--- src/rtl/vst_pkg.sv ---
`timescale 1ns / 1ps
// ----------------------------------------------------------------------------
// vst_pkg
// Shared types and constants of the voxel segment traversal core.
// ----------------------------------------------------------------------------
package vst_pkg;

  // Default parameter values of the top level.
  localparam int MAX_CROSSINGS_DEF = 16;
  localparam int COORD_WIDTH_DEF   = 32;

  // Shared divider and multiplier widths.
  localparam int DIV_W   = 64;
  localparam int MUL_A_W = 30;
  localparam int MUL_B_W = 31;
  localparam int MUL_P_W = MUL_A_W + MUL_B_W;
  localparam int T_FRAC  = 30;

  // Configuration port.
  localparam int CFG_ADDR_W = 4;
  localparam int CFG_DATA_W = 32;
  localparam logic [1:0] REG_CELL_X = 2'd0;
  localparam logic [1:0] REG_CELL_Y = 2'd1;
  localparam logic [1:0] REG_CELL_Z = 2'd2;
  localparam logic [CFG_DATA_W-1:0] CELL_RESET = 32'd65536;

  // Parametric fixed point: 1.0 and the saturation cap.
  localparam logic [63:0] T_ONE = 64'h0000_0000_4000_0000;
  localparam logic [63:0] T_CAP = 64'h4000_0000_0000_0000;

  // Sequencer states.
  typedef enum logic [3:0] {
    ST_IDLE,
    ST_DIV_START,
    ST_DIV_WAIT,
    ST_EMIT_START,
    ST_SELECT,
    ST_MUL_ISSUE,
    ST_MUL_WAIT,
    ST_EMIT_CROSS,
    ST_EMIT_END
  } vst_state_e;

  // Division performed during setup of one axis.
  typedef enum logic [1:0] {
    DOP_CUR,
    DOP_FIN,
    DOP_T,
    DOP_DT
  } div_op_e;

  // Divider request and response.
  typedef struct packed {
    logic             start;
    logic [DIV_W-1:0] num;
    logic [DIV_W-1:0] den;
  } div_req_t;

  typedef struct packed {
    logic             done;
    logic             busy;
    logic [DIV_W-1:0] quo;
    logic [DIV_W-1:0] rem;
  } div_rsp_t;

endpackage

--- src/rtl/vst_mul.sv ---
`timescale 1ns / 1ps
// ----------------------------------------------------------------------------
// vst_mul
// Shared unsigned multiplier with a registered product.
// ----------------------------------------------------------------------------
module vst_mul import vst_pkg::*; (
  input  logic               clk_i,
  input  logic [MUL_A_W-1:0] a_i,
  input  logic [MUL_B_W-1:0] b_i,
  output logic [MUL_P_W-1:0] p_o
);

  logic [MUL_P_W-1:0] p_q;

  // Product register, ready in the cycle after the operands.
  always_ff @(posedge clk_i) begin
    p_q <= MUL_P_W'(a_i) * MUL_P_W'(b_i);
  end

  assign p_o = p_q;

endmodule

--- config.mk ---
export PLATFORM = sky130hd
export DESIGN_NAME = vst_mul
export DESIGN_NICKNAME = d
export VERILOG_FILES = /design/src/rtl/vst_pkg.sv /design/src/rtl/vst_mul.sv
export SDC_FILE = /design/constraint.sdc
export NUM_CORES = 2
export LEC_CHECK = 0
export BUFFER_PORTS_ARGS = -buffer_cell sky130_fd_sc_hd__buf_2
export CORE_ASPECT_RATIO = 2
export CORE_UTILIZATION = 25
export DETAILED_ROUTE_END_ITERATION = 12
export GPL_TIMING_DRIVEN = 0
export HOLD_SLACK_MARGIN = 0.12
export SYNTH_ARGS = -nofsm -noshare
export SYNTH_HDL_FRONTEND = slang
export SYNTH_SLANG_ARGS = --single-unit
export TNS_END_PERCENT = 20
--- constraint.sdc ---
create_clock -name clk_i -period 9.9 [get_ports clk_i]
set_clock_uncertainty 0.05 [all_clocks]
set_input_delay 2.97 -clock clk_i [delete_from_list [all_inputs] [get_ports clk_i]]
set_output_delay 2.97 -clock clk_i [all_outputs]
set_load 0.01 [all_outputs]
---- After elaboration in Yosys (flattened, before gate mapping) ----
Index checks and enable logic that the tools add are counted.
word-level totals
  bits in registers ....................... 61
  word-level logic and storage cells ...... 2
  bits in latches ......................... 0
  RAM bits ................................ 0
  memory bits (read-only) ................. 0
  output and inout port bits .............. 61
  memories ................................ 0
operators by class
  bitwise gates (word level) .............. 0
  shifts and indexed selects .............. 0
  equality and inequality tests ........... 0
  div/mod/pow operators ................... 0
  reduce and logical (&&, ||, !) cells .... 0
  multipliers ............................. 1
  $lt $le $gt $ge ......................... 0
  multiplexer cells ....................... 0
  $add $sub $neg .......................... 0
operators by type and width
  kind                          count
  multiplier 30 x 31 -> 61 bit  1

---- Logic depth before layout (Yosys ltp) ----
  word-level depth ........................ 1
  gate-level depth with buffers ........... 27
  gate-level depth less buffers ........... 26

---- Least setup slack after synthesis ----
No wires, ideal clock.
  kind .................................... input to register
  from .................................... in a_i[3]
  to ...................................... reg p_q[56], in the netlist p_o[56]
  slack ................................... 0.387 ns
  library setup time ...................... 0.072 ns
  required time ........................... 9.778 ns
  arrival time ............................ 9.391 ns
  cell stages on the path ................. 25
  path through ............................ clkbuf_1 > and2_1 > fa_1 > fa_1 > fa_1 > inv_1 > fa_1 > inv_1 > fa_1 > inv_1 > fa_1 > inv_1 > fa_1 > inv_1 > fa_1 > inv_1 > ha_1 > nand2_1 > nor2_1 > a21o_1 > a31oi_4 > o41ai_4 > a311oi_1 > o31ai_1 > xor2_1
between the ends
  cells in the longest elaborated chain, start to end .. 1
RTL lines
  element                       line           RTL
  start: declaration            vst_mul.sv:8   input logic [MUL_A_W-1:0] a_i,
  multiplier 30 x 31 -> 61 bit  vst_mul.sv:17  p_q <= MUL_P_W'(a_i) * MUL_P_W'(b_i);
  end signal: assignment        vst_mul.sv:17
  end: declaration              vst_mul.sv:13  logic [MUL_P_W-1:0] p_q;
Every way passes these cells.

---- Worst setup path in the final report ----
  from .................................... in a_i[6]
  to ...................................... reg p_q[53], in the netlist p_o[53]
Same word-level chain as after synthesis.

==> flow_summary.ini <==
[outcome]
status = finished with violations
violations = negative setup slack

[sta]
worst_slack_ps = -106.4
rsz0062_at_grt = yes
hold_viol = 0
finalSetupViolCount = 8
setup_tns_ps = -381.6
finalCriticalPeriod_ps = 10010
slew_viol_final = 0
finalCritPeriodShare = 1.011
slew_headroom = 0.3239
worst_pin_slew_ps = 1014
clock.fmax_mhz = 99.94

[global_route]
grt.overflow.total = 0
antenna_found_initial = 20
grt_pass1_vias = 27997
grt_first_pass_wirelength_um = 205300
grtUsageTotal = 0.2374
grt_max_degree = 13

[route]
first_pass_iters = 5
wl_per_cell_um = 28.37
route.final.wire_length_um = 150700
drtIter0Drc = 1748
drc_errors = 0
vias = 25831
via_per_inst = 4.861
ant_nets = 0

[place]
routabilityCongestion = 1.078
port_buffers = 91
place_ws_ps = -1555
place_area_mm2 = 0.03426
dp.final_hpwl_um = 121500

[clocking]
cts_tree = built
cts.sinks = 61
clockBufferDepth = 2
cts.clk_slew.worst_paths_ps = 70
htree_levels = 3
cts_root_buffer = clkbuf_16
cts_buffers = 9
cts_hold_buf = 0

[yosys]
async_flop_share = 0
syn_area_mm2 = 0.03171
syn_inst = 3495
synthFlopType = dfxtp_1
yosysUniqueCellTypes = 54
yosys_warnings = 0
syn_nets = 4614
synth.avg_cell_area_um2 = 9.073
synth-seq-cells = 61
yosysSeqAreaShare = 0.03851
synth-edff-count = 0

[floorplan]
ios = 123
start_util = 0.2523
rows = 184
core_area_mm2 = 0.1257
dieWidth_um = 253.8
die_y_um = 505.7
die-area_mm2 = 0.1284

[min_path]
holdCritPathClass = primary input to flip-flop
whs_path_depth = 4
min_from = a_i[1]
hold_path_end = p_o[2]

[worst_setup_path]
path_class = primary input to flip-flop
cp.required_ps = 10110
cp.arrival_ps = 10210
crit_path_end_kind = flip-flop
cp-start-kind = primary input
crit_fanout = 10

[final_layout]
largest_reg_flops = 61
fin_util = 0.2864
drive_above_1_share = 0.1218
finish.instance_area_mm2 = 0.03600
fin_nets = 4742
areaGrowthSynthToFinish_pct = 13.53

[run]
max-cap-violations = 0
==> critical path, stage by stage <==
cell and delay [ps]:
buf_2 150, clkbuf_4 260, and2_1 230, fa_1 570
inv_1 70, fa_1 410, inv_1 120, fa_1 440
inv_1 80, fa_1 400, inv_1 90, fa_1 440
fa_1 520, fa_1 530, inv_1 60, fa_2 660
inv_1 80, ha_2 330, a21oi_2 180, o21ai_1 130
a32oi_1 230, nand3_1 190, o21ai_4 280, o211ai_1 120
buf_4 170, a221oi_2 280, xnor2_1 210
==> logic make-up after synthesis <==
| group | count (synthesis) | synth area share |
|---|---|---|
| compound gates | 200 | 0.04072 |
| xor+xnor | 60 | 0.01657 |
| fa+ha+maj | 1057 | 0.6083 |
| buf+inv | 1035 | 0.1225 |
| flops | 61 | 0.03851 |
| simple gates | 1082 | 0.1734 |
==> layout by cell type (no fill, tap or decap), types with 24 or more instances in the layout <==
| cell | Yosys | routed |
|---|---|---|
| inv_1 | 834 | 818 |
| dfxtp_1 | 61 | 61 |
| buf_4 | 0 | 41 |
| xnor2_1 | 33 | 33 |
| ha_1 | 249 | 232 |
| and2_1 | 520 | 516 |
| xor2_1 | 27 | 24 |
| fa_1 | 808 | 778 |
| fa_2 | 0 | 30 |
| clkbuf_1 | 201 | 38 |
| clkbuf_2 | 0 | 82 |
| clkbuf_4 | 0 | 40 |
| a21oi_1 | 71 | 53 |
| buf_2 | 0 | 98 |
| nand2_1 | 468 | 465 |
| nor2_1 | 31 | 27 |
==> how the worst max path moves through the flow <==
stage                 start      end  slack, ps  depth (start not counted)
floorplan            a_i[3]  p_o[56]        390                         25
global placement    a_i[20]  p_o[57]      -1580                         24
detailed placement  a_i[20]  p_o[57]      -1560                         24
CTS                  a_i[6]  p_o[59]          3                         26
global route        a_i[19]  p_o[57]       -190                         24
finish               a_i[6]  p_o[53]       -110                         27
==> metrics by stage <==
step,hold slack (ps),std cells
2_1_floorplan,3224,3495
3_3_place_gp,3316,5260
3_5_place_dp,3314,5260
4_1_cts,3132,5283
5_1_grt,3148,5305
6_report,3146,5314
==> what timing repair did <==
action                     4_1_cts  5_1_grt
resized for setup              286      182
setup buffers                   15       20
pin swaps                       20       47
setup endpoints to repair       34       28
==> cell type report <==
cell class	count	area [µm²]
Tap cell	1674	2095
Multi-Input combinational cell	2399	27290
Inverter	834	3142
Fill cell	13523	89700
Buffer	192	1189
Clock inverter	6	46.29
Clock buffer	10	239.0
Antenna cell	12	30.03
Timing Repair Buffer	126	748.2
Sequential cell	61	1221
==> cells in the mapped netlist, types with 2 or more instances <==
master / instances / area [µm²]
a211oi_1: 7 / 52.55
a21boi_1: 2 / 15.01
a21o_1: 19 / 142.6
a21oi_1: 71 / 355.3
a221oi_1: 4 / 35.03
a311oi_1: 4 / 35.03
a31oi_1: 11 / 68.82
and2_1: 520 / 3253
and3_1: 6 / 37.54
and4_1: 2 / 17.52
clkbuf_1: 201 / 754.5
dfxtp_1: 61 / 1221
fa_1: 808 / 16180
ha_1: 249 / 3115
inv_1: 834 / 3131
nand2_1: 468 / 1757
nand3_1: 16 / 80.08
nand4_1: 15 / 93.84
nor2_1: 31 / 116.4
nor2b_1: 3 / 18.77
nor3_1: 10 / 50.05
nor4_1: 4 / 25.02
o211ai_1: 6 / 45.04
o21a_1: 2 / 15.01
o21ai_0: 28 / 140.1
o21ai_1: 12 / 60.06
o21bai_1: 11 / 82.58
o221ai_1: 2 / 17.52
o31ai_1: 4 / 30.03
or2_2: 2 / 12.51
xnor2_1: 33 / 289.0
xor2_1: 27 / 236.5
==> routing by layer <==
layer	global-route usage	part of all wire	up-vias
met4	0.2287	0.12	6
met1	0.2227	0.29	13502
met5	0	0.00024	-
met3	0.04191	0.069	565
li1	-	-	10366
met2	0.4257	0.52	1392
Power is not shown: default switching activity piles up to over one toggle a cycle in this logic, so the estimate is an artifact.
