`config.mk`:
```
export PLATFORM = sky130hd
export DESIGN_NAME = vst_div
export DESIGN_NICKNAME = d
export VERILOG_FILES = /design/src/rtl/vst_pkg.sv /design/src/rtl/vst_div.sv
export SDC_FILE = /design/constraint.sdc
export NUM_CORES = 1
export LEC_CHECK = 0
export BUFFER_PORTS_ARGS = -buffer_cell sky130_fd_sc_hd__buf_4
export CAP_MARGIN = 20
export CORE_MARGIN = 1
export CORE_UTILIZATION = 50
export CTS_CLUSTER_SIZE = 40
export DETAILED_ROUTE_END_ITERATION = 6
export PLACE_DENSITY = 0.76
export SYNTH_ARGS = -nofsm -noshare
export SYNTH_HDL_FRONTEND = slang
export SYNTH_SLANG_ARGS = --single-unit
```
`constraint.sdc`:
```
create_clock -name clk_i -period 4 [get_ports clk_i]
set_input_delay 0.2 -clock clk_i [delete_from_list [all_inputs] [get_ports clk_i]]
set_output_delay 0.2 -clock clk_i [all_outputs]
set_load 0.005 [all_outputs]
```
`src/rtl/vst_pkg.sv`:
```
`timescale 1ns / 1ps
// ----------------------------------------------------------------------------
// vst_pkg
// Shared types and constants of the voxel segment traversal core.
// ----------------------------------------------------------------------------
package vst_pkg;

  // Default parameter values of the top level.
  localparam int MAX_CROSSINGS_DEF = 16;
  localparam int COORD_WIDTH_DEF   = 32;

  // Shared divider and multiplier widths.
  localparam int DIV_W   = 64;
  localparam int MUL_A_W = 30;
  localparam int MUL_B_W = 31;
  localparam int MUL_P_W = MUL_A_W + MUL_B_W;
  localparam int T_FRAC  = 30;

  // Configuration port.
  localparam int CFG_ADDR_W = 4;
  localparam int CFG_DATA_W = 32;
  localparam logic [1:0] REG_CELL_X = 2'd0;
  localparam logic [1:0] REG_CELL_Y = 2'd1;
  localparam logic [1:0] REG_CELL_Z = 2'd2;
  localparam logic [CFG_DATA_W-1:0] CELL_RESET = 32'd65536;

  // Parametric fixed point: 1.0 and the saturation cap.
  localparam logic [63:0] T_ONE = 64'h0000_0000_4000_0000;
  localparam logic [63:0] T_CAP = 64'h4000_0000_0000_0000;

  // Sequencer states.
  typedef enum logic [3:0] {
    ST_IDLE,
    ST_DIV_START,
    ST_DIV_WAIT,
    ST_EMIT_START,
    ST_SELECT,
    ST_MUL_ISSUE,
    ST_MUL_WAIT,
    ST_EMIT_CROSS,
    ST_EMIT_END
  } vst_state_e;

  // Division performed during setup of one axis.
  typedef enum logic [1:0] {
    DOP_CUR,
    DOP_FIN,
    DOP_T,
    DOP_DT
  } div_op_e;

  // Divider request and response.
  typedef struct packed {
    logic             start;
    logic [DIV_W-1:0] num;
    logic [DIV_W-1:0] den;
  } div_req_t;

  typedef struct packed {
    logic             done;
    logic             busy;
    logic [DIV_W-1:0] quo;
    logic [DIV_W-1:0] rem;
  } div_rsp_t;

endpackage

```
`src/rtl/vst_div.sv`:
```
`timescale 1ns / 1ps
// ----------------------------------------------------------------------------
// vst_div
// Restoring unsigned divider, one quotient bit per cycle.
// ----------------------------------------------------------------------------
module vst_div import vst_pkg::*; #(
  parameter int WIDTH = DIV_W
) (
  input  logic     clk_i,
  input  logic     rst_ni,
  input  div_req_t req_i,
  output div_rsp_t rsp_o
);

  localparam int CNT_W = $clog2(WIDTH);

  logic             busy_q, done_q;
  logic [CNT_W-1:0] cnt_q;
  logic [WIDTH-1:0] rem_q, quo_q, den_q;
  logic [WIDTH:0]   shifted;
  logic             fits;

  // One trial subtraction per cycle.
  assign shifted = {rem_q, quo_q[WIDTH-1]};
  assign fits    = shifted >= {1'b0, den_q};

  // Control.
  always_ff @(posedge clk_i or negedge rst_ni) begin
    if (!rst_ni) begin
      busy_q <= 1'b0;
      done_q <= 1'b0;
      cnt_q  <= '0;
    end else begin
      done_q <= 1'b0;
      if (req_i.start) begin
        busy_q <= 1'b1;
        cnt_q  <= '0;
      end else if (busy_q) begin
        cnt_q <= cnt_q + 1'b1;
        if (cnt_q == CNT_W'(WIDTH - 1)) begin
          busy_q <= 1'b0;
          done_q <= 1'b1;
        end
      end
    end
  end

  // Datapath: the numerator shifts out as the quotient shifts in.
  always_ff @(posedge clk_i) begin
    if (req_i.start) begin
      quo_q <= req_i.num;
      den_q <= req_i.den;
      rem_q <= '0;
    end else if (busy_q) begin
      quo_q <= {quo_q[WIDTH-2:0], fits};
      rem_q <= fits ? WIDTH'(shifted - {1'b0, den_q}) : shifted[WIDTH-1:0];
    end
  end

  assign rsp_o.done = done_q;
  assign rsp_o.busy = busy_q;
  assign rsp_o.quo  = quo_q;
  assign rsp_o.rem  = rem_q;

endmodule

```
# Word-level counts from Yosys, hierarchy flattened

Cells that the tools add are included.

Register bits after elaboration: 200
Latch bits: 0
Bits in writable memories: 0
ROM bits: 0
Word-level logic and storage cells: 22
Memories kept: 0

$add $sub $neg: 2
Multipliers: 0
Div/mod/pow operators: 0
Order comparisons: 1
Equal/unequal tests: 1
Shift operators: 0
Mux-type cells: 11
Bitwise operators: 0
Reduce and logical (&&, ||, !) cells: 1

Operator list:

| cell                  | number |
|---|---|
| $mux W64              | 3 |
| $ge A65 B64 Y1        | 1 |
| $sub A64 B64 Y64      | 1 |
| $mux W6               | 2 |
| $add A6 B1 Y6 const B | 1 |
| $eq A6 B6 Y1 const B  | 1 |
| $mux W1               | 6 |
| $reduce_bool A2 Y1    | 1 |

# Depth between registers and ports, before layout

Gate-level depths: netlist of the first run.

Depth after elaboration: 4
Gate-level depth with buffers: 14
Depth with buffers taken out: 12

# Worst setup path before layout of the first run

No wires, ideal clock.

Path type: register to register
Start: reg quo_q[63]
End: reg rem_q[56]
Library setup time: 0.059 ns
Data arrival time: 2.908 ns
Path slack: 1.033 ns
Cell stages (with the launch flop): 14
Buffers on the path: 1
Clock period less this slack: 2.967 ns
Cells stage by stage: edfxtp_1 > inv_1 > ha_1 > fa_1 > nor2b_1 > o2111ai_1 > a21oi_1 > o21bai_1 > a211oi_1 > a21o_1 > buf_2 > nor4_1 > or4_1 > nand2_1

Word-level cells in the longest chain between the ends: 2
Elaborated cells between the ends (all ways): 3

RTL lines:

| item                                                      | line                         | source |
|---|---|---|
| start, declared                                           | vst_div.sv:19                | `logic [WIDTH-1:0] rem_q, quo_q, den_q;` |
| start signal, assigned                                    | vst_div.sv:51                | `quo_q <= req_i.num;` |
| start signal, assigned                                    | vst_div.sv:55                | `quo_q <= {quo_q[WIDTH-2:0], fits};` |
| $sub A64 B64 Y64 / $ge A65 B64 Y1 (equally long branches) | vst_div.sv:56, vst_div.sv:25 |  |
| $mux W64 (*)                                              | vst_div.sv:56                | `rem_q <= fits ? WIDTH'(shifted - {1'b0, den_q}) : shifted[WIDTH-1:0];` |
| end signal, assigned                                      | vst_div.sv:56                |  |
| end, declared                                             | vst_div.sv:19                |  |

Mark *: on every way between the ends. The rest lies on a longest branch, timed or not.
A chain may end at the register's enable or synchronous reset.

# Worst setup path in the final report of the first run

Start: reg rem_q[14]
End: reg rem_q[46]

Word-level cells in the longest chain between the ends: 2
Elaborated cells between the ends (all ways): 3

RTL lines:

| item                                                      | line |
|---|---|
| $sub A64 B64 Y64 / $ge A65 B64 Y1 (equally long branches) | vst_div.sv:56, vst_div.sv:25 |
| $mux W64 (*)                                              | vst_div.sv:56 |

Marked as above.

==> qor.txt, run 1 <==
Placer Congestion - 0.970
Max incr delay on CP - 0.49 ns
Routed wire length - 34.4 mm
Synthesis-to-finish area growth - 28.1%
Antenna diodes - 0
Worst-path maximum fanout - 13
Vias in the first global route - 10.5k
Fin crit share - 89.6%
Cell count after synthesis - 1,244
Share of cells above drive strength 1 - 25.5%
Nets - 1,733
Post-layout util - 66.1%
Tmin final - 3.58 ns
P_leak - 6.67 nW
Largest net degree at the start of global routing - 79
Antenna Nets Post-Route - 0
TritonCTS clock tree - done
WS Path Type - reg -> reg
Worst Min Path Start - req_i[95]
Via density - 5.66
Row cnt - 56
Synth area leaders - edfxtp_1, dfxtp_1, ha_1
Core Region - 0.0237 mm^2
Number of cells after detailed placement - 1,771
Synth area leader - edfxtp_1
Dpl cell area - 0.0144 mm^2
Die width - 158 um
RSZ-0062 raised after global routing - no
Worst Tran Pin Value - 0.910 ns
Die area - 0.0251 mm^2
Clock skew - 0.0189 ns
Power per Cell Area - 568 mW/mm^2
EDFF count, synth - 128
Setup repair bufs after CTS - 0
Initial Util - 51.6%
Final hold vios - 0
Clock Sinks - 200
CTS max path bufs - 2
Finished Cell Area - 0.0157 mm^2
Initial antenna violation count - 0
Slowest CP cell - a211oi_4
Unique cell type count in the Yosys netlist - 77
Top-area cell type share of the netlist area - 31.5%
Skew-Pair Late Insertion Delay - 0.46 ns
Worst Hold Class - in -> reg
Vias - 10.6k
Depth of the CTS H-tree - 4
Reg-to-reg startpoint - rem_q[14]
Post-Synthesis Cell Area - 0.0122 mm^2
Clock root cell - clkbuf_16
First-pass GRT wire length - 53.6 mm
CP required - 4.30 ns
Number of fill cells - 1,916
DRC violations left - 0
Critical Path, Cell by Cell - ha_1 -> nand2_1 -> o21ai_2 -> a31oi_1 -> o31ai_4 -> o2111ai_4 -> a211oi_4 -> or2_2 -> buf_4 -> mux2i_1 -> a211oi_1
DRT iter0 DRCs - 761
Post-synthesis sequential element count - 200
CTS Buf Count - 17
CP Launch Point - rem_q[14]
Critical path arrival - 3.88 ns
Max IR drop VDD - 0.000356 V
Asr flop ratio synth - 4.00%
Slew headroom - 39.3%
Final Instance Count excl. Fillers - 1,868
Average size of a mapped cell - 9.82 um^2
PortBufs - 260
WL/cell - 18.4 um
Die Y - 158 um
Slew Limit Fails - 0
Post-synthesis sequential area ratio - 43.6%
Synthesis Warnings - 0
TritonRoute pass-1 iters - 5
Post-DP HPWL - 25.1 mm
Setup Viol. Count Final - 0
PostCTS Resize Cnt - 0
Post-synth top flop - edfxtp_1
Net Count, Synth - 1,441
Worst setup EP type - register
TNS Setup - 0 ns
IO Count - 261
R2R setup slack - 0.42 ns
Synth top cells by count - edfxtp_1, nand2_1, nor2_1
GRT Overall Usage - 27.8%
Status - complete, no violations
Most instantiated library cell after synthesis - edfxtp_1
Overflow after GRT - 0
Clock slew at reported path FFs - 0.09 ns
Max Cap Viol - 0
F_max - 279 MHz
Crit path launch type - register
state kept, by name, summed over array words and instances (netlist names):
register / cells
busy_q: 1
quo_q: 64
done_q: 1
cnt_q: 6
den_q: 64
rem_q: 64
per-layer routing:
layer	part of all wire [%]	global-route usage, %
met1	42	34.4
met3	7.0	6.40
met5	0	0
met2	49	47.3
met4	2.6	10.1
cell type report:
| class | instances | area (um^2) | area share [%] |
|---|---|---|---|
| clock buffers | 17 | 425 | 2.72 |
| clock inverters | 15 | 218 | 1.39 |
| inverters | 83 | 312 | 1.99 |
| multi-input cells | 892 | 6220 | 39.8 |
| flip-flops and latches | 200 | 5330 | 34.0 |
| well taps | 319 | 399 | 2.55 |
| repair buffers | 342 | 2750 | 17.5 |
cells by family after synthesis:
logic type,synth area share (%)
AO/OA/AOI/OAI,17.8
XOR/XNOR,3.87
flip-flops,43.6
multiplexers,9.19
AND/OR/NAND/NOR,13.3
buffers and inverters,5.46
adder cells (fa/ha/maj),6.82
through the flow:
step | hold slack (ns) | total power [W] | setup slack [ns]
CTS | 0.0282 | 0.00886 | 0.454
detailed placement | 0.0298 | 0.00693 | 0.475
global route | 0.0266 | 0.00943 | 0.168
finish | 0.0348 | 0.00889 | 0.416
floorplan | -0.0956 | 0.00567 | 1.03
global placement | 0.0260 | 0.00687 | 0.522
report_power, final:
part	leakage, nW	internal (W)	switching [W]	total [W]
Clock	0.311	0.000926	0.000949	0.00188
Combinational	4.43	0.00184	0.00226	0.00410
Sequential	1.93	0.00257	0.000335	0.00291
Total	6.67	0.00534	0.00355	0.00889
path summary, 6_finish.rpt:
| check | end | cells past startpoint |
|---|---|---|
| max | rem_q[46] | 11 |
| min | quo_q[31] | 2 |
| max reg2reg | rem_q[46] | 11 |
| min reg2reg | rem_q[22] | 2 |
| max in group asynchronous | busy_q | 2 |
| min in group asynchronous | cnt_q[5] | 2 |
placed cells by master, fill, tap and decap left out, types with 21 or more instances in the layout:
master,instances
o21ai_0,50
dlygate4sd3_1,65
nand4_1,23
mux2i_1,39
buf_4,275
o21ai_1,23
a21o_1,21
a211oi_1,38
nand2_1,107
a21oi_1,92
dfxtp_1,64
xnor2_1,26
ha_1,65
nor2_1,99
inv_1,81
edfxtp_1,128
mux2_2,65
xor2_1,28
critical path, delay by kind of cell, from the launching register on:
family / cells / cell delay, ns
and+or+nand+nor: 2 / 0.55
buffers and inverters: 1 / 0.31
muxes: 1 / 0.23
AOI/OAI and AO/OA: 6 / 1.49
DFF: 1 / 0.37
adders and majority gates: 1 / 0.48
repair_timing:
| action | CTS | global route |
|---|---|---|
| hold endpoints to repair | 72 | 0 |
| hold buffers | 65 | 0 |
| endpoints found under the setup margin | 0 | 0 |
Note: power is estimated with default switching activity, not from simulation.
==> run 2: changes to the inputs <==
--- a/config.mk
+++ b/config.mk
@@ -5,7 +5,7 @@
 export SDC_FILE = /design/constraint.sdc
 export NUM_CORES = 1
 export LEC_CHECK = 0
-export BUFFER_PORTS_ARGS = -buffer_cell sky130_fd_sc_hd__buf_4
+export BUFFER_PORTS_ARGS = -buffer_cell sky130_fd_sc_hd__buf_2
 export CAP_MARGIN = 20
 export CORE_MARGIN = 1
 export CORE_UTILIZATION = 50
==> constraint.sdc (replaced) <==
create_clock -name clk_i -period 4 [get_ports clk_i]
set_input_delay 0.8 -clock clk_i [delete_from_list [all_inputs] [get_ports clk_i]]
set_output_delay 0.8 -clock clk_i [all_outputs]
set_load 0.005 [all_outputs]
==> qor.txt, run 2 (synthesis results as in run 1) <==
Status - complete, no violations
Routed wire length - 32.5 mm (-5.5%)
Power per Cell Area - 602 mW/mm^2 (+6.1%)
Final hold vios - 0 (unchanged)
Die Y - 158 um (unchanged)
F_max - 277 MHz (-0.69%)
GRT Overall Usage - 26.1% (-1.7 points)
Largest regs - den_q (64), quo_q (64), rem_q (64)
Worst Hold Class - in -> async
Via density - 5.79 (+2.2%)
Worst setup EP type - register
Vias in the first global route - 10.1k (-3.7%)
Commonest non-fill, non-tap cells in the layout - buf_2, edfxtp_1, nand2_1
Depth of the most critical reg-to-reg path - 12 (+1)
Worst Tran Pin Value - 1.03 ns (+0.121 ns)
First-pass GRT wire length - 51.0 mm (-4.8%)
RSZ-0062 raised after global routing - no
Worst-path maximum fanout - 30 (+17)
Tmin final - 3.61 ns (+0.0251 ns)
Post-layout util - 60.7% (-5.4 points)
Clock Sinks - 200 (unchanged)
Overflow after GRT - 0 (unchanged)
Synthesis-to-finish area growth - 17.6%
Multi-input gate area - 0.00622 mm^2 (unchanged)
Register Area - 0.00533 mm^2 (unchanged)
Reg-to-reg startpoint - den_q[15]
Nets - 1,666 (-3.9%)
CP required - 4.27 ns (-0.03 ns)
Most common cell after layout, fill and taps aside - buf_2
Core Region - 0.0237 mm^2 (unchanged)
DRC violations left - 0 (unchanged)
Placer Congestion - 0.936 (-3.6%)
Setup repair bufs after CTS - 0 (unchanged)
Detailed route wirelength on metal2 - 15.6 mm (-6.9%)
Antenna Nets Post-Route - 0 (unchanged)
Crit Reg-Reg Endpoint - rem_q[31]
IO Count - 261 (unchanged)
Crit path launch type - register
TritonRoute pass-1 iters - 5 (unchanged)
Clock slew at reported path FFs - 0.09 ns (about the same)
Initial antenna violation count - 2 (+2)
Metal3 WL - 2.21 mm (-8.7%)
Detailed-route wire length on metal 1 - 13.9 mm (-3.0%)
Number of fill cells - 2,075 (+8.3%)
Vias - 10.4k (-1.4%)
Clock root cell - clkbuf_16
Fin crit share - 90.2% (+0.63 points)
Post-DP HPWL - 23.9 mm (-5.1%)
TNS Setup - 0 ns (unchanged)
Slew Limit Fails - 0 (unchanged)
CP Launch Point - den_q[15]
PortBufs - 260 (unchanged)
Clock skew - 0.0179 ns (-0.000972 ns)
PostCTS Resize Cnt - 0 (unchanged)
Critical path arrival - 3.88 ns (about the same)
Initial Util - 51.6% (unchanged)
CTS Buf Count - 17 (unchanged)
WS Path Type - reg -> reg
Depth of the CTS H-tree - 4 (unchanged)
Largest net degree at the start of global routing - 102 (+29%)
WL/cell - 18.0 um (-2.0%)
Highest metal used - met4
DRT iter0 DRCs - 856 (+12%)
Slew headroom - 31.3% (-8.0 points)
TritonCTS clock tree - done
Row cnt - 56 (unchanged)
Max IR drop VDD - 0.000378 V (+6.1%)
Die width - 158 um (unchanged)
Die area - 0.0251 mm^2 (unchanged)
R2R setup slack - 0.39 ns (-0.03 ns)
# hold bufs at CTS - 0 (-100%)
Share of cells above drive strength 1 - 26.5% (+1.0 points)
P_leak - 6.23 nW (-6.6%)
Setup Viol. Count Final - 0 (unchanged)
CTS max path bufs - 2 (unchanged)
Max Cap Viol - 0 (unchanged)
Skew-Pair Late Insertion Delay - 0.45 ns (about the same)
==> run 2: how the worst max path moves through the flow <==
| stage | to | slack [ns] | depth (start not counted) |
|---|---|---|---|
| 2_1_floorplan | quo_q[0] | 1.02 | 4 |
| 3_3_place_gp | rem_q[24] | 0.53 | 11 |
| 3_5_place_dp | rem_q[33] | 0.43 | 12 |
| 4_1_cts | rem_q[24] | 0.40 | 12 |
| 5_1_grt | rem_q[24] | 0.16 | 12 |
| 6_report | rem_q[31] | 0.39 | 12 |
==> run 2: layout make-up <==
cell class | instances | share of cell area [%]
Antenna cell | 1 | 0.0174
Clock buffer | 17 | 2.96
Timing Repair Buffer | 275 | 10.1
Tap cell | 319 | 2.78
Sequential cell | 200 | 37.1
Clock inverter | 15 | 1.62
Inverter | 83 | 2.17
Multi-Input combinational cell | 892 | 43.3
==> run 2: stage by stage <==
step	hold slack [ns]	total power (W)	cells	cell area [um^2]	worst slack, ns
floorplan	0.471	0.00567	1244	12200	1.02
global placement	0.475	0.00665	1769	13700	0.530
detailed placement	0.485	0.00672	1769	13700	0.434
CTS	0.179	0.00864	1801	14400	0.398
global route	0.185	0.00919	1802	14400	0.160
finish	0.185	0.00866	1802	14400	0.391
==> run 2: per-layer routing <==
| metal | vias to the layer above | global-route usage (%) |
|---|---|---|
| met3 | 61 | 5.58 |
| met2 | 400 | 44.0 |
| met1 | 4926 | 32.9 |
| met5 | - | 0 |
| met4 | 0 | 9.52 |
| li1 | 5040 | - |
==> run 2: where the power goes <==
group	total [W]	internal [W]	switching, W	leakage, nW
sequential	0.00289	0.00257	0.000319	1.93
clock	0.00190	0.000901	0.00100	0.314
combinational	0.00386	0.00161	0.00225	3.99
==> run 2: critical path: stages (launching register included) <==
cell       delay [ns]
edfxtp_1         0.35
inv_1            0.05
ha_1             0.45
nand2_1          0.11
o21ai_2          0.22
a31oi_1          0.12
o31ai_4          0.31
o2111ai_4        0.21
a211oi_4         0.50
or2_2            0.47
buf_12           0.29
mux2i_1          0.23
a211oi_1         0.10
==> run 3: changes to the inputs <==
--- a/config.mk
+++ b/config.mk
@@ -11,7 +11,7 @@
 export CORE_UTILIZATION = 50
 export CTS_CLUSTER_SIZE = 40
 export DETAILED_ROUTE_END_ITERATION = 6
-export PLACE_DENSITY = 0.76
+export PLACE_DENSITY_LB_ADDON = 0.12
 export SYNTH_ARGS = -nofsm -noshare
 export SYNTH_HDL_FRONTEND = slang
 export SYNTH_SLANG_ARGS = --single-unit
==> qor.txt, run 3 (synthesis results as in run 1) <==
Clock slew at reported path FFs - 0.09 ns (about the same)
Worst-path maximum fanout - 25 (-17%)
Critical path arrival - 4.03 ns (+0.15 ns)
RSZ-0062 raised after global routing - no
WS Path Type - reg -> reg
Initial antenna violation count - 2 (unchanged)
Slew headroom - 39.8% (+8.5 points)
Crit path launch type - register
Vias in the first global route - 9,902 (-1.8%)
Antenna Nets Post-Route - 0 (unchanged)
Worst setup EP type - register
Post-DP HPWL - 24.5 mm (+2.6%)
Depth of the CTS H-tree - 4 (unchanged)
Via density - 5.71 (-1.4%)
Die width - 158 um (unchanged)
Clock root cell - clkbuf_16
Number of cells after detailed placement - 1,774 (+0.28%)
Final worst slack - 0.269 ns (-0.122 ns)
CTS max path bufs - 2 (unchanged)
WL/cell - 18.2 um (+1.1%)
Worst Hold Class - in -> async
Routed wire length - 32.9 mm (+1.4%)
Power per Cell Area - 602 mW/mm^2 (about the same)
Skew-Pair Late Insertion Delay - 0.46 ns (about the same)
PortBufs - 260 (unchanged)
P_leak - 6.25 nW (+0.40%)
Largest regs - den_q (64), quo_q (64), rem_q (64)
First-pass GRT wire length - 51.2 mm (+0.38%)
Final hold vios - 0 (unchanged)
Design Power - 0.00868 W (+0.26%)
Die area - 0.0251 mm^2 (unchanged)
Tmin final - 3.73 ns (+0.122 ns)
Share of cells above drive strength 1 - 26.8% (+0.25 points)
Setup repair bufs after CTS - 0 (unchanged)
Max incr delay on CP - 0.68 ns (+0.18 ns)
DRT iter0 DRCs - 728 (-15%)
GRT Overall Usage - 26.4% (+0.28 points)
CP Launch Point - rem_q[14]
TritonCTS clock tree - done
Synthesis-to-finish area growth - 18.0%
# hold bufs at CTS - 0 (unchanged)
Status - complete, no violations
Final Instance Count excl. Fillers - 1,807 (+0.28%)
Most common cell after layout, fill and taps aside - buf_2
CP required - 4.30 ns (+0.03 ns)
Reg-to-reg startpoint - rem_q[14]
Die Y - 158 um (unchanged)
Slowest CP cell - or2_2
TNS Setup - 0 ns (unchanged)
IO Count - 261 (unchanged)
F_max - 268 MHz (-3.3%)
Fin crit share - 93.3% (+3.0 points)
TritonRoute pass-1 iters - 5 (unchanged)
Worst Tran Pin Value - 0.902 ns (-0.129 ns)
Post-layout util - 60.8% (+0.17 points)
Max IR drop VDD - 0.000269 V (-29%)
Clock Sinks - 200 (unchanged)
Core Region - 0.0237 mm^2 (unchanged)
Clock skew - 0.0211 ns (+0.00317 ns)
Initial Util - 51.6% (unchanged)
Largest net degree at the start of global routing - 73 (-28%)
Critical Path, Cell by Cell - ha_1 -> nand2_1 -> o21ai_2 -> a31oi_1 -> o31ai_4 -> o2111ai_4 -> a211oi_4 -> or2_2 -> buf_12 -> mux2i_1 -> a211oi_1
DP Worst Slack - 0.321 ns (-0.113 ns)
Nets - 1,671 (+0.30%)
Commonest non-fill, non-tap cells in the layout - buf_2, edfxtp_1, nand2_1
DRC violations left - 0 (unchanged)
Slew Limit Fails - 0 (unchanged)
Max Cap Viol - 0 (unchanged)
Placer Congestion - 0.952 (+1.7%)
Row cnt - 56 (unchanged)
PostCTS Resize Cnt - 0 (unchanged)
Overflow after GRT - 0 (unchanged)
Vias - 10.3k (-1.1%)
Setup Viol. Count Final - 0 (unchanged)
CTS Buf Count - 17 (unchanged)
[run 3: cell types whose count changed in the layout (fill, tap and decap cells not counted)]
cell and delta:
buf_12 +1, buf_4 +4, clkinv_4 +1, clkinv_8 +2, inv_12 -5, inv_16 +1
inv_8 +1
[run 3: worst paths after layout]
kind	depth (start not counted)	end	slack, ns
max	11	rem_q[30]	0.27
min	1	cnt_q[3]	0.17
max reg2reg	11	rem_q[30]	0.27
min reg2reg	2	rem_q[21]	0.50
max in group asynchronous	1	busy_q	3.63
min in group clk_i	2	rem_q[21]	0.50
[run 3: worst max-delay path, delay by kind of cell (launching register included)]
family / cells / cell delay [ns]
AOI/OAI and AO/OA: 6 / 1.40
and+or+nand+nor: 2 / 0.79
adders and majority gates: 1 / 0.49
DFF: 1 / 0.36
buffers and inverters: 1 / 0.29
muxes: 1 / 0.22
[run 3: metrics by stage]
step	hold slack (ns)	instance area (um^2)
global placement	0.474	13800
floorplan	0.471	12200
finish	0.166	14400
global route	0.170	14400
detailed placement	0.476	13800
CTS	0.165	14400
[run 3: cell type report]
class / instances / area [um^2]
Fill cell: 2114 / 9270
Antenna cell: 1 / 2.50
Inverter: 83 / 312
Clock buffer: 17 / 425
Timing Repair Buffer: 280 / 1500
Tap cell: 319 / 399
Clock inverter: 15 / 224
Sequential cell: 200 / 5330
Multi-Input combinational cell: 892 / 6220
[run 3: metal layers]
layer	part of all wire, %	vias to the layer above	wire (um)	track usage [%]
met1	44	4831	14400	34.1
li1	-	5040	-	-
met4	2.5	2	837	8.97
met5	0.039	-	13	0
met2	46	385	15100	42.8
met3	7.8	53	2560	6.80
[run 3: where the power goes]
| group | internal (W) | leakage (nW) | switching [W] | total, W |
|---|---|---|---|---|
| combinational | 0.00164 | 4.01 | 0.00228 | 0.00392 |
| sequential | 0.00257 | 1.93 | 0.000314 | 0.00289 |
| clock | 0.000886 | 0.312 | 0.000987 | 0.00187 |
| total | 0.00510 | 6.25 | 0.00358 | 0.00868 |
